==> src/ppd_div.sv <==
`timescale 1ns / 1ps
// ----------------------------------------------------------------------------
// ppd_div
// Restoring unsigned divider, one quotient bit per cycle. The divisor must
// be nonzero. The quotient is valid in the cycle that done is high.
// ----------------------------------------------------------------------------
module ppd_div #(
  parameter int NW = 32,
  parameter int DW = 12
) (
  input  logic          clk,
  input  logic          rst,
  input  logic          go,
  input  logic [NW-1:0] num,
  input  logic [DW-1:0] den,
  output logic          done,
  output logic [NW-1:0] quo
);

  localparam int CNW = $clog2(NW + 1);

  logic [CNW-1:0] cnt;
  logic           active;
  logic [DW-1:0]  rem;
  logic [DW-1:0]  den_r;
  logic [DW:0]    rem_sh;
  logic           ge;

  always_comb begin
    rem_sh = {rem, quo[NW-1]};
    ge = (rem_sh >= {1'b0, den_r});
  end

  always_ff @(posedge clk) begin
    if (rst) begin
      active <= 1'b0;
      done <= 1'b0;
      cnt <= '0;
    end else begin
      done <= 1'b0;
      if (go) begin
        quo <= num;
        rem <= '0;
        den_r <= den;
        cnt <= CNW'(NW);
        active <= 1'b1;
      end else if (active) begin
        quo <= {quo[NW-2:0], ge};
        rem <= ge ? DW'(rem_sh - {1'b0, den_r}) : DW'(rem_sh);
        cnt <= cnt - CNW'(1);
        if (cnt == CNW'(1)) begin
          active <= 1'b0;
          done <= 1'b1;
        end
      end
    end
  end

endmodule

==> config.mk <==
export PLATFORM = sky130hd
export DESIGN_NAME = ppd_div
export DESIGN_NICKNAME = d
export VERILOG_FILES = /design/src/ppd_div.sv
export SDC_FILE = /design/constraint.sdc
export NUM_CORES = 1
export LEC_CHECK = 0
export CAP_MARGIN = 10
export CELL_PAD_IN_SITES_DETAIL_PLACEMENT = 0
export CELL_PAD_IN_SITES_GLOBAL_PLACEMENT = 1
export CORE_MARGIN = 1.5
export CORE_UTILIZATION = 45
export DETAILED_ROUTE_END_ITERATION = 10
export DONT_BUFFER_PORTS = 1
export PLACE_DENSITY_LB_ADDON = 0.15
export REMOVE_ABC_BUFFERS = 1
export SLEW_MARGIN = 30
export SYNTH_ARGS = -nofsm -noshare
export SYNTH_HDL_FRONTEND = slang
export SYNTH_SLANG_ARGS = --single-unit
==> constraint.sdc <==
create_clock -name clk -period 3.2 [get_ports clk]
set_clock_uncertainty 0.15 [all_clocks]
set_input_delay 0.32 -clock clk [delete_from_list [all_inputs] [get_ports clk]]
set_output_delay 0.32 -clock clk [all_outputs]
set_load 0.03 [all_outputs]
After elaboration in Yosys (flattened, before gate mapping)
Cells that the tools add are included.
Cells by class
  add/subtract/negate cells: 2
  multipliers: 0
  divide/modulo/power cells: 0
  $lt $le $gt $ge: 1
  eq/ne operators: 1
  shift operators: 0
  multiplexer cells: 10
  bitwise operators: 2
  reductions and logical operators: 5
Operator list (count)
  32-bit two-way mux: 2
  12-bit two-way mux: 2
  13-bit by 12-bit greater-or-equal comparator with 1-bit output: 1
  6-bit two-way mux: 2
  12-bit subtractor: 1
  6-bit by 1-bit == test with 1-bit output (second input constant): 1
  6-bit by 1-bit subtractor with 6-bit output (second input constant): 1
  1-bit two-way mux: 4
  2-bit AND reduction: 2
  3-bit OR reduction: 1
  1-bit NOT: 2
  2-bit nonzero test: 1
  2-bit OR reduction: 1
Word-level totals
  register bits after elaboration: 64
  latch bits: 0
  memory bits (writable): 0
  bits in read-only memories: 0
  bits of input ports: 47
  output and inout port bits: 33
  word-level logic and storage cells: 28
  memories: 0

Logic depth before layout (Yosys ltp)
Gate-level depths: netlist of the first run.
  depth after elaboration: 4
  mapped depth: 9
  gate-level depth less buffers: 9

Worst setup path before layout of the first run
Ideal clock, no wire load.
  path type: in2reg
  from: input go
  to: register quo[0], enable pin
  setup time: 0.447 ns
  arrival: 2.555 ns
  data required time: 2.603 ns
  setup slack: 0.048 ns
  stages on the path: 3
  buffers on the path: 1
  cell sequence: buf_1 nor2_1 nor2_1
On the way
  word-level cells in the longest chain between the ends: 2
Ends and longest elaborated chain
  from (decl): line 13  | input logic go,
  2-bit nonzero test (no line)
  2-bit AND reduction (no line)
  to (signal assigned): line 42  | quo <= num;
  to (signal assigned): line 48  | quo <= {quo[NW-2:0], ge};
  to (decl): line 17  | output logic [NW-1:0] quo
Every way passes these cells.
A chain may end at the register's enable or synchronous reset.

Final worst setup path of the first run
  from: register rem[6]
  to: register rem[0] (data pin)
On the way
  word-level cells in the longest chain between the ends: 3
Ends and longest elaborated chain
  from (decl): line 24  | logic [DW-1:0] rem;
  from (signal assigned): line 49  | rem <= ge ? DW'(rem_sh - {1'b0, den_r}) : DW'(rem_sh);
  13-bit by 12-bit greater-or-equal comparator with 1-bit output: line 31  | ge = (rem_sh >= {1'b0, den_r});
  12-bit two-way mux: line 49
  12-bit two-way mux: line 47  | end else if (active) begin
Every way passes these cells. The select of a mux whose other input is x is not followed.

==> reports/metrics.csv, run 1 <==
stage,metric,value,unit
synth,Mean Syn Cell Area,12.45,sq um
setup_path,r2r startpoint,rem[6],
synth,"EDFF count, synth",56,
clock_network,CTS max path bufs,2,
clock_network,post-CTS setup buffer count,0,
finish,ANT cells,0,
drt,WL/cell,16.04,microns
timing,Slew headroom,51.07,%
floorplanning,standard-cell rows,30,
clock_network,CTS Buf Count,9,
drt,routed vias/inst,5.270,
global_route,vias in the first global route,2021,
global_route,largest net degree at the start of global routing,47,
timing,fin crit period,2.741,ns
floorplanning,Die X,87.81,microns
clock_network,Clock transition at path regs,0.07,ns
drt,Antenna Nets Post-Route,0,
setup_path,CP Cell Sequence,ha_1 -> a21o_1 -> o21a_1 -> a311oi_4 -> a41oi_2 -> nor2_1 -> a211oi_2,
setup_path,critical path type,reg2reg,
placed_design,DP HPWL,3.901,mm
setup_path,Reg2Reg Setup Slack,0.46,ns
timing,Fmax,364.8,MHz
finish,Final Cell Area,3745,sq um
synth,register area share after synthesis,56.90,%
worst_hold_path,hold endpoint,rem[10],
timing,"Hold Violations, Final",0,
pwr,Peak VDD IR,0.0003293,V
clock_network,hold buffer count at CTS,15,
synth,flop and latch count out of synthesis,64,
setup_path,reg2reg end,rem[0],
global_route,global route overflow,0,
finish,"Area growth, synth to finish",15.69,%
clock_network,post-CTS sizing,0,
finish,share of cells above drive strength 1,19.58,%
placed_design,placed cells,350,
synth,dominant synthesized flop cell,edfxtp_1,
setup_path,"Largest stage delay, worst path",0.44,ns
floorplanning,Die Height,87.81,microns
worst_hold_path,hold_sp,go,
placed_design,placement-stage cell area,3351,sq um
floorplanning,die area,7711,sq um
timing,Final Max Tran Viols,0,
clock_network,CTS H-tree lvls,3,
setup_path,Startpoint Class,flop,
outcome,status,"complete, no violations",
drt,final wirelength,6.126,mm
synth,Syn Inst Count,260,
global_route,initial antenna violation count,0,
drt,1st-iter DRT viols,97,
clock_network,CTS tree,done,
finish,"commonest non-fill, non-tap cell in the layout",edfxtp_1,
synth,Ys Warns,0,
clock_network,CTS sink cnt,64,
pwr,Leakage,0.001386,uW
floorplanning,core area,6869,sq um
finish,Filler cells,623,
finish,fin cells,382,
pwr,Pwr Density,613.6,nW/um^2
timing,RSZ-0062 raised after global routing,false,
synth,mapped cell area,3237,sq um
placed_design,routability cong.,0.7944,
floorplanning,number of I/O pins,80,
placed_design,PortBufs,0,
setup_path,slowest CP cell,a41oi_2,
timing,setup TNS,0,ns
finish,fin util,54.52,%
synth,asr flop ratio synth,0,%
timing,Tightest Pin Transition,0.7322,ns
setup_path,"Req. time, crit path",3.11,ns
clock_network,Worst-Skew Late Latency,0.34,ns
setup_path,critical path endpoint category,flop,
worst_hold_path,HP Class,in2reg,
drt,drt first pass iters,4,
flow_run,Max Cap Viol,0,
worst_hold_path,hold path depth,1,
timing,period utilisation layout,85.66,%
setup_path,R2R cell count,7,
drt,drc violations,0,
global_route,GRT Util Overall,16.81,%
global_route,first-pass GRT wire length,9.639,mm
synth,post-synthesis cell type count,41,
floorplanning,Starting Density,47.12,%
clock_network,Clock Root Buffer,clkbuf_8,
setup_path,"Max FO, Critical Path",13,
setup_path,"Data arrival, critical path",2.66,ns
timing,Setup-failing EPs final,0,
drt,DR vias,2013,
finish,most frequent cells in the layout,"edfxtp_1 (56), mux2_2 (31), nand2_1 (23)",
finish,fin nets,343,
sequential cells by signal (all words and copies together), names as in the netlist:
register and cells:
den_r 12, rem 12, quo 32, done 1
cnt 6, active 1
worst max-delay path: cells and delay by family, from the launching register on:
family | cells | cell delay, ns
compound gates | 5 | 1.31
fa+ha+maj | 1 | 0.37
flops | 1 | 0.40
simple gates | 1 | 0.24
logic make-up after synthesis:
logic type / share of synthesized area (%)
muxes: 10.78
and+or+nand+nor: 9.779
DFF: 56.90
xor gates and xnor gates: 2.706
adders and majority gates: 6.030
AOI/OAI and AO/OA: 10.55
buffers and inverters: 3.247
cell usage after synthesis (all sizes together), types with 5 or more instances:
library cell	count	share of area, %
a21oi	18	2.8
buf	6	1.0
dfxtp	8	4.9
edfxtp	56	52
ha	14	5.4
inv	17	2.0
mux2	31	11
nand2	23	2.7
nor2	18	2.1
nor3	5	0.77
o21ai	5	0.77
xnor2	5	1.4
xor2	5	1.4
stage by stage:
stage	worst slack (ns)	total power [uW]	hold slack [ns]
2_1_floorplan	0.2745	1388	0.2424
3_3_place_gp	0.5072	1469	0.2439
3_5_place_dp	0.4596	1469	0.2490
4_1_cts	0.4375	2324	0.0005722
5_1_grt	0.3090	2400	0.006670
6_report	0.4590	2298	0.03628
worst max-delay path by stage:
stage               slack, ns  startpoint  depth (start not counted)     end
finish                   0.46      rem[6]                          7  rem[0]
global route             0.31      rem[6]                          7  rem[1]
CTS                      0.44      rem[6]                          7  rem[0]
detailed placement       0.46      rem[6]                          7  rem[0]
floorplan                0.27      active                          2  quo[0]
global placement         0.51      rem[6]                          7  rem[0]
area by class of cell:
cell class              count  area [sq um]  share of cell area [%]
clock buffers               9         123.9                   3.308
clock inverters             7         110.1                   2.940
inverters                  17         63.81                   1.704
multi-input cells         171          1297                   34.65
flip-flops and latches     64          1842                   49.18
well taps                  96         120.1                   3.207
repair buffers             18         187.7                   5.012
layer usage:
metal	vias to the layer above	global-route usage [%]	routed length [microns]
li1	1006	-	-
met1	931	22.27	2857
met2	69	24.64	2678
met3	7	6.598	526
met4	0	6.926	63
met5	-	0	0
report_power, final:
group / switching (uW) / total (uW) / internal [uW]
Clock: 318 / 829 / 511
Sequential: 86.6 / 1080 / 991
Combinational: 213 / 392 / 179
Power figures use the tool's default switching activity.
==> run 2, diff against run 1 <==
--- a/config.mk
+++ b/config.mk
@@ -9,10 +9,12 @@
 export CELL_PAD_IN_SITES_DETAIL_PLACEMENT = 0
 export CELL_PAD_IN_SITES_GLOBAL_PLACEMENT = 1
 export CORE_MARGIN = 1.5
-export CORE_UTILIZATION = 45
+export CORE_UTILIZATION = 47
+export CTS_BUF_LIST = sky130_fd_sc_hd__clkbuf_2
 export DETAILED_ROUTE_END_ITERATION = 10
 export DONT_BUFFER_PORTS = 1
 export PLACE_DENSITY_LB_ADDON = 0.15
+export RECOVER_POWER = 100
 export REMOVE_ABC_BUFFERS = 1
 export SLEW_MARGIN = 30
 export SYNTH_ARGS = -nofsm -noshare
==> run 2 against run 1 <==
Routed wire length is 5.4% higher. Sequential share of layout area is 2.4 points lower. Count of clock-buffer cells in the layout stayed put. Global-route usage is 2.2 points higher. Hold slack better by 0.040 ns. Critical path type unchanged. Largest power group unchanged. Highest routed layer unchanged.
==> reports/metrics.csv, run 2 (synthesis results as in run 1) <==
stage,metric,value,unit,change
global_route,global route overflow,0,,unchanged
setup_path,"CP delay by family, top",compound AO/OA/AOI/OAI gates,,unchanged
drt,drc violations,0,,unchanged
drt,DR vias,2190,,was 2013
setup_path,Critical Path Stages,7,,unchanged
pwr,Pwr Density,532.3,nW/um^2,was 613.6 nW/um^2
setup_path,r2r startpoint,rem[6],,unchanged
clock_network,CTS H-tree lvls,3,,unchanged
clock_network,Clock transition at path regs,0.22,ns,was 0.07 ns
global_route,GRT Util Overall,18.99,%,was 16.81%
drt,routed vias/inst,5.475,,was 5.270
clock_network,CTS max path bufs,2,,unchanged
clock_network,post-CTS setup buffer count,0,,unchanged
setup_path,"Largest stage delay, worst path",0.57,ns,was 0.44 ns
setup_path,CP Cell Sequence,ha_1 -> a21o_1 -> o21a_1 -> a311oi_2 -> a41o_1 -> a31o_2 -> a21oi_1,,was ha_1 -> a21o_1 -> o21a_1 -> a311oi_4 -> a41oi_2 -> nor2_1 -> a211oi_2
finish,top flop regs,"quo x32, den_r x12, rem x12",,unchanged
finish,FF/Latch Area,1842,sq um,unchanged
global_route,first-pass GRT wire length,10.70,mm,was 9.639 mm
drt,M1 WL,2.901,mm,was 2.857 mm
timing,RSZ-0062 raised after global routing,false,,unchanged
global_route,vias in the first global route,2270,,was 2021
finish,"commonest non-fill, non-tap cell in the layout",edfxtp_1,,unchanged
drt,Antenna Nets Post-Route,0,,unchanged
drt,WL/cell,16.14,microns,was 16.04 microns
drt,1st-iter DRT viols,97,,unchanged
finish,most frequent cells in the layout,"edfxtp_1 (56), dlygate4sd3_1 (47), mux2_2 (31)",,"was edfxtp_1 (56), mux2_2 (31), nand2_1 (23)"
floorplanning,Die X,85.99,microns,was 87.81 microns
timing,Slew headroom,38.51,%,was 51.07%
floorplanning,core area,6719,sq um,was 6869 sq um
clock_network,Worst-Skew Late Latency,0.50,ns,was 0.34 ns
clock_network,CTS tree,done,,unchanged
setup_path,CP bufs+invs,0,,unchanged
clock_network,CTS sink cnt,64,,unchanged
placed_design,PortBufs,0,,unchanged
setup_path,"Max FO, Critical Path",12,,was 13
floorplanning,number of I/O pins,80,,unchanged
timing,fin crit period,2.842,ns,was 2.741 ns
timing,Tightest Pin Transition,0.9223,ns,was 0.7322 ns
drt,final wirelength,6.455,mm,was 6.126 mm
setup_path,"Req. time, crit path",3.31,ns,was 3.11 ns
finish,max FFs per register,32,,unchanged
clock_network,post-CTS sizing,0,,unchanged
timing,"Hold Violations, Final",0,,unchanged
floorplanning,standard-cell rows,30,,unchanged
outcome,status,"complete, no violations",,unchanged
finish,multi-input logic area,1275,sq um,was 1297 sq um
floorplanning,die area,7393,sq um,was 7711 sq um
placed_design,placement-stage cell area,3333,sq um,was 3351 sq um
floorplanning,Die Height,85.99,microns,was 87.81 microns
placed_design,DP HPWL,3.917,mm,was 3.901 mm
setup_path,critical path endpoint category,flop,,unchanged
floorplanning,Starting Density,48.18,%,was 47.12%
finish,share of cells above drive strength 1,16.88,%,was 19.58%
drt,Max Used Layer,met4,,unchanged
flow_run,Max Cap Viol,0,,unchanged
timing,setup TNS,0,ns,unchanged
setup_path,critical path type,reg2reg,,unchanged
finish,Filler cells,569,,was 623
setup_path,reg2reg end,rem[11],,was rem[0]
finish,Top reg by flops,quo,,unchanged
clock_network,CTS Buf Count,9,,unchanged
worst_hold_path,HP Class,in2reg,,unchanged
pwr,Leakage,0.001481,uW,was 0.001386 uW
placed_design,routability cong.,0.7881,,was 0.7944
finish,ANT cells,0,,unchanged
timing,Final Max Tran Viols,0,,unchanged
timing,Setup-failing EPs final,0,,unchanged
timing,period utilisation layout,88.82,%,was 85.66%
setup_path,Startpoint Class,flop,,unchanged
clock_network,Clock Root Buffer,clkbuf_2,,was clkbuf_8
drt,drt first pass iters,4,,unchanged
drt,Routed met3 length,420,microns,was 526 microns
pwr,Peak VDD IR,0.0002775,V,was 0.0003293 V
setup_path,CP startpoint,rem[6],,unchanged
clock_network,hold buffer count at CTS,47,,was 15
setup_path,R2R cell count,7,,unchanged
global_route,largest net degree at the start of global routing,48,,was 47
finish,fin nets,377,,was 343
setup_path,Reg2Reg Setup Slack,0.36,ns,was 0.46 ns
finish,"Area growth, synth to finish",21.72,%,was 15.69%
setup_path,CP endpoint,rem[11],,was rem[0]
drt,met2 wire len,3.039,mm,was 2.678 mm
setup_path,slowest CP cell,a41o_1,,was a41oi_2
timing,Fmax,351.8,MHz,was 364.8 MHz
global_route,initial antenna violation count,0,,unchanged
setup_path,"Data arrival, critical path",2.95,ns,was 2.66 ns
finish,Final Cell Area,3940,sq um,was 3745 sq um
## run 2: cell count changes in the layout (fill, tap and decap cells not counted), moves of 2 or more
cell	delta
a211oi_2	-2
dlygate4sd3_1	+31
clkbuf_8	-9
a211oi_1	+2
clkbuf_2	+9
clkbuf_1	+4
inv_6	+3
clkinv_1	-2
## run 2: power breakdown
| part | internal (uW) | switching, uW | total [uW] |
|---|---|---|---|
| registers | 990 | 85.9 | 1080 |
| clock network | 266 | 329 | 596 |
| logic | 199 | 226 | 425 |
| total | 1460 | 641 | 2100 |
## run 2: final cells by class
class                           count  area share [%]
Clock buffer                        9           1.143
Clock inverter                      7           2.572
Inverter                           17           1.620
Multi-Input combinational cell    171           32.36
Sequential cell                    64           46.75
Tap cell                           80           2.540
Timing Repair Buffer               52           13.02
## run 2: worst min-delay path by stage
stage,startpoint,endpoint,slack [ns],cells past startpoint
floorplan,rst,cnt[5],0.24,1
global placement,rst,cnt[5],0.24,1
detailed placement,rst,cnt[5],0.25,1
CTS,rst,den_r[2],0.001,2
global route,go,rem[5],0.04,2
finish,go,rem[3],0.08,2
## run 2: metal layers
layer	track usage, %	vias to the layer above
met3	7.507	9
li1	-	1080
met2	29.78	72
met5	0	-
met1	24.36	1029
met4	5.865	0
## run 2: stage by stage
stage / total power [uW] / hold WS (ns) / utilization [%] / worst slack, ns / std cells
3_5_place_dp: 1469 / 0.2491 / 49.61 / 0.4461 / 336
2_1_floorplan: 1388 / 0.2424 / - / 0.2745 / 252
3_3_place_gp: 1467 / 0.2443 / 49.61 / 0.5233 / 336
6_report: 2097 / 0.07642 / 58.64 / 0.3576 / 400
5_1_grt: 2212 / 0.04205 / 58.64 / 0.1881 / 400
4_1_cts: 2135 / 0.001429 / 59.05 / 0.4352 / 399
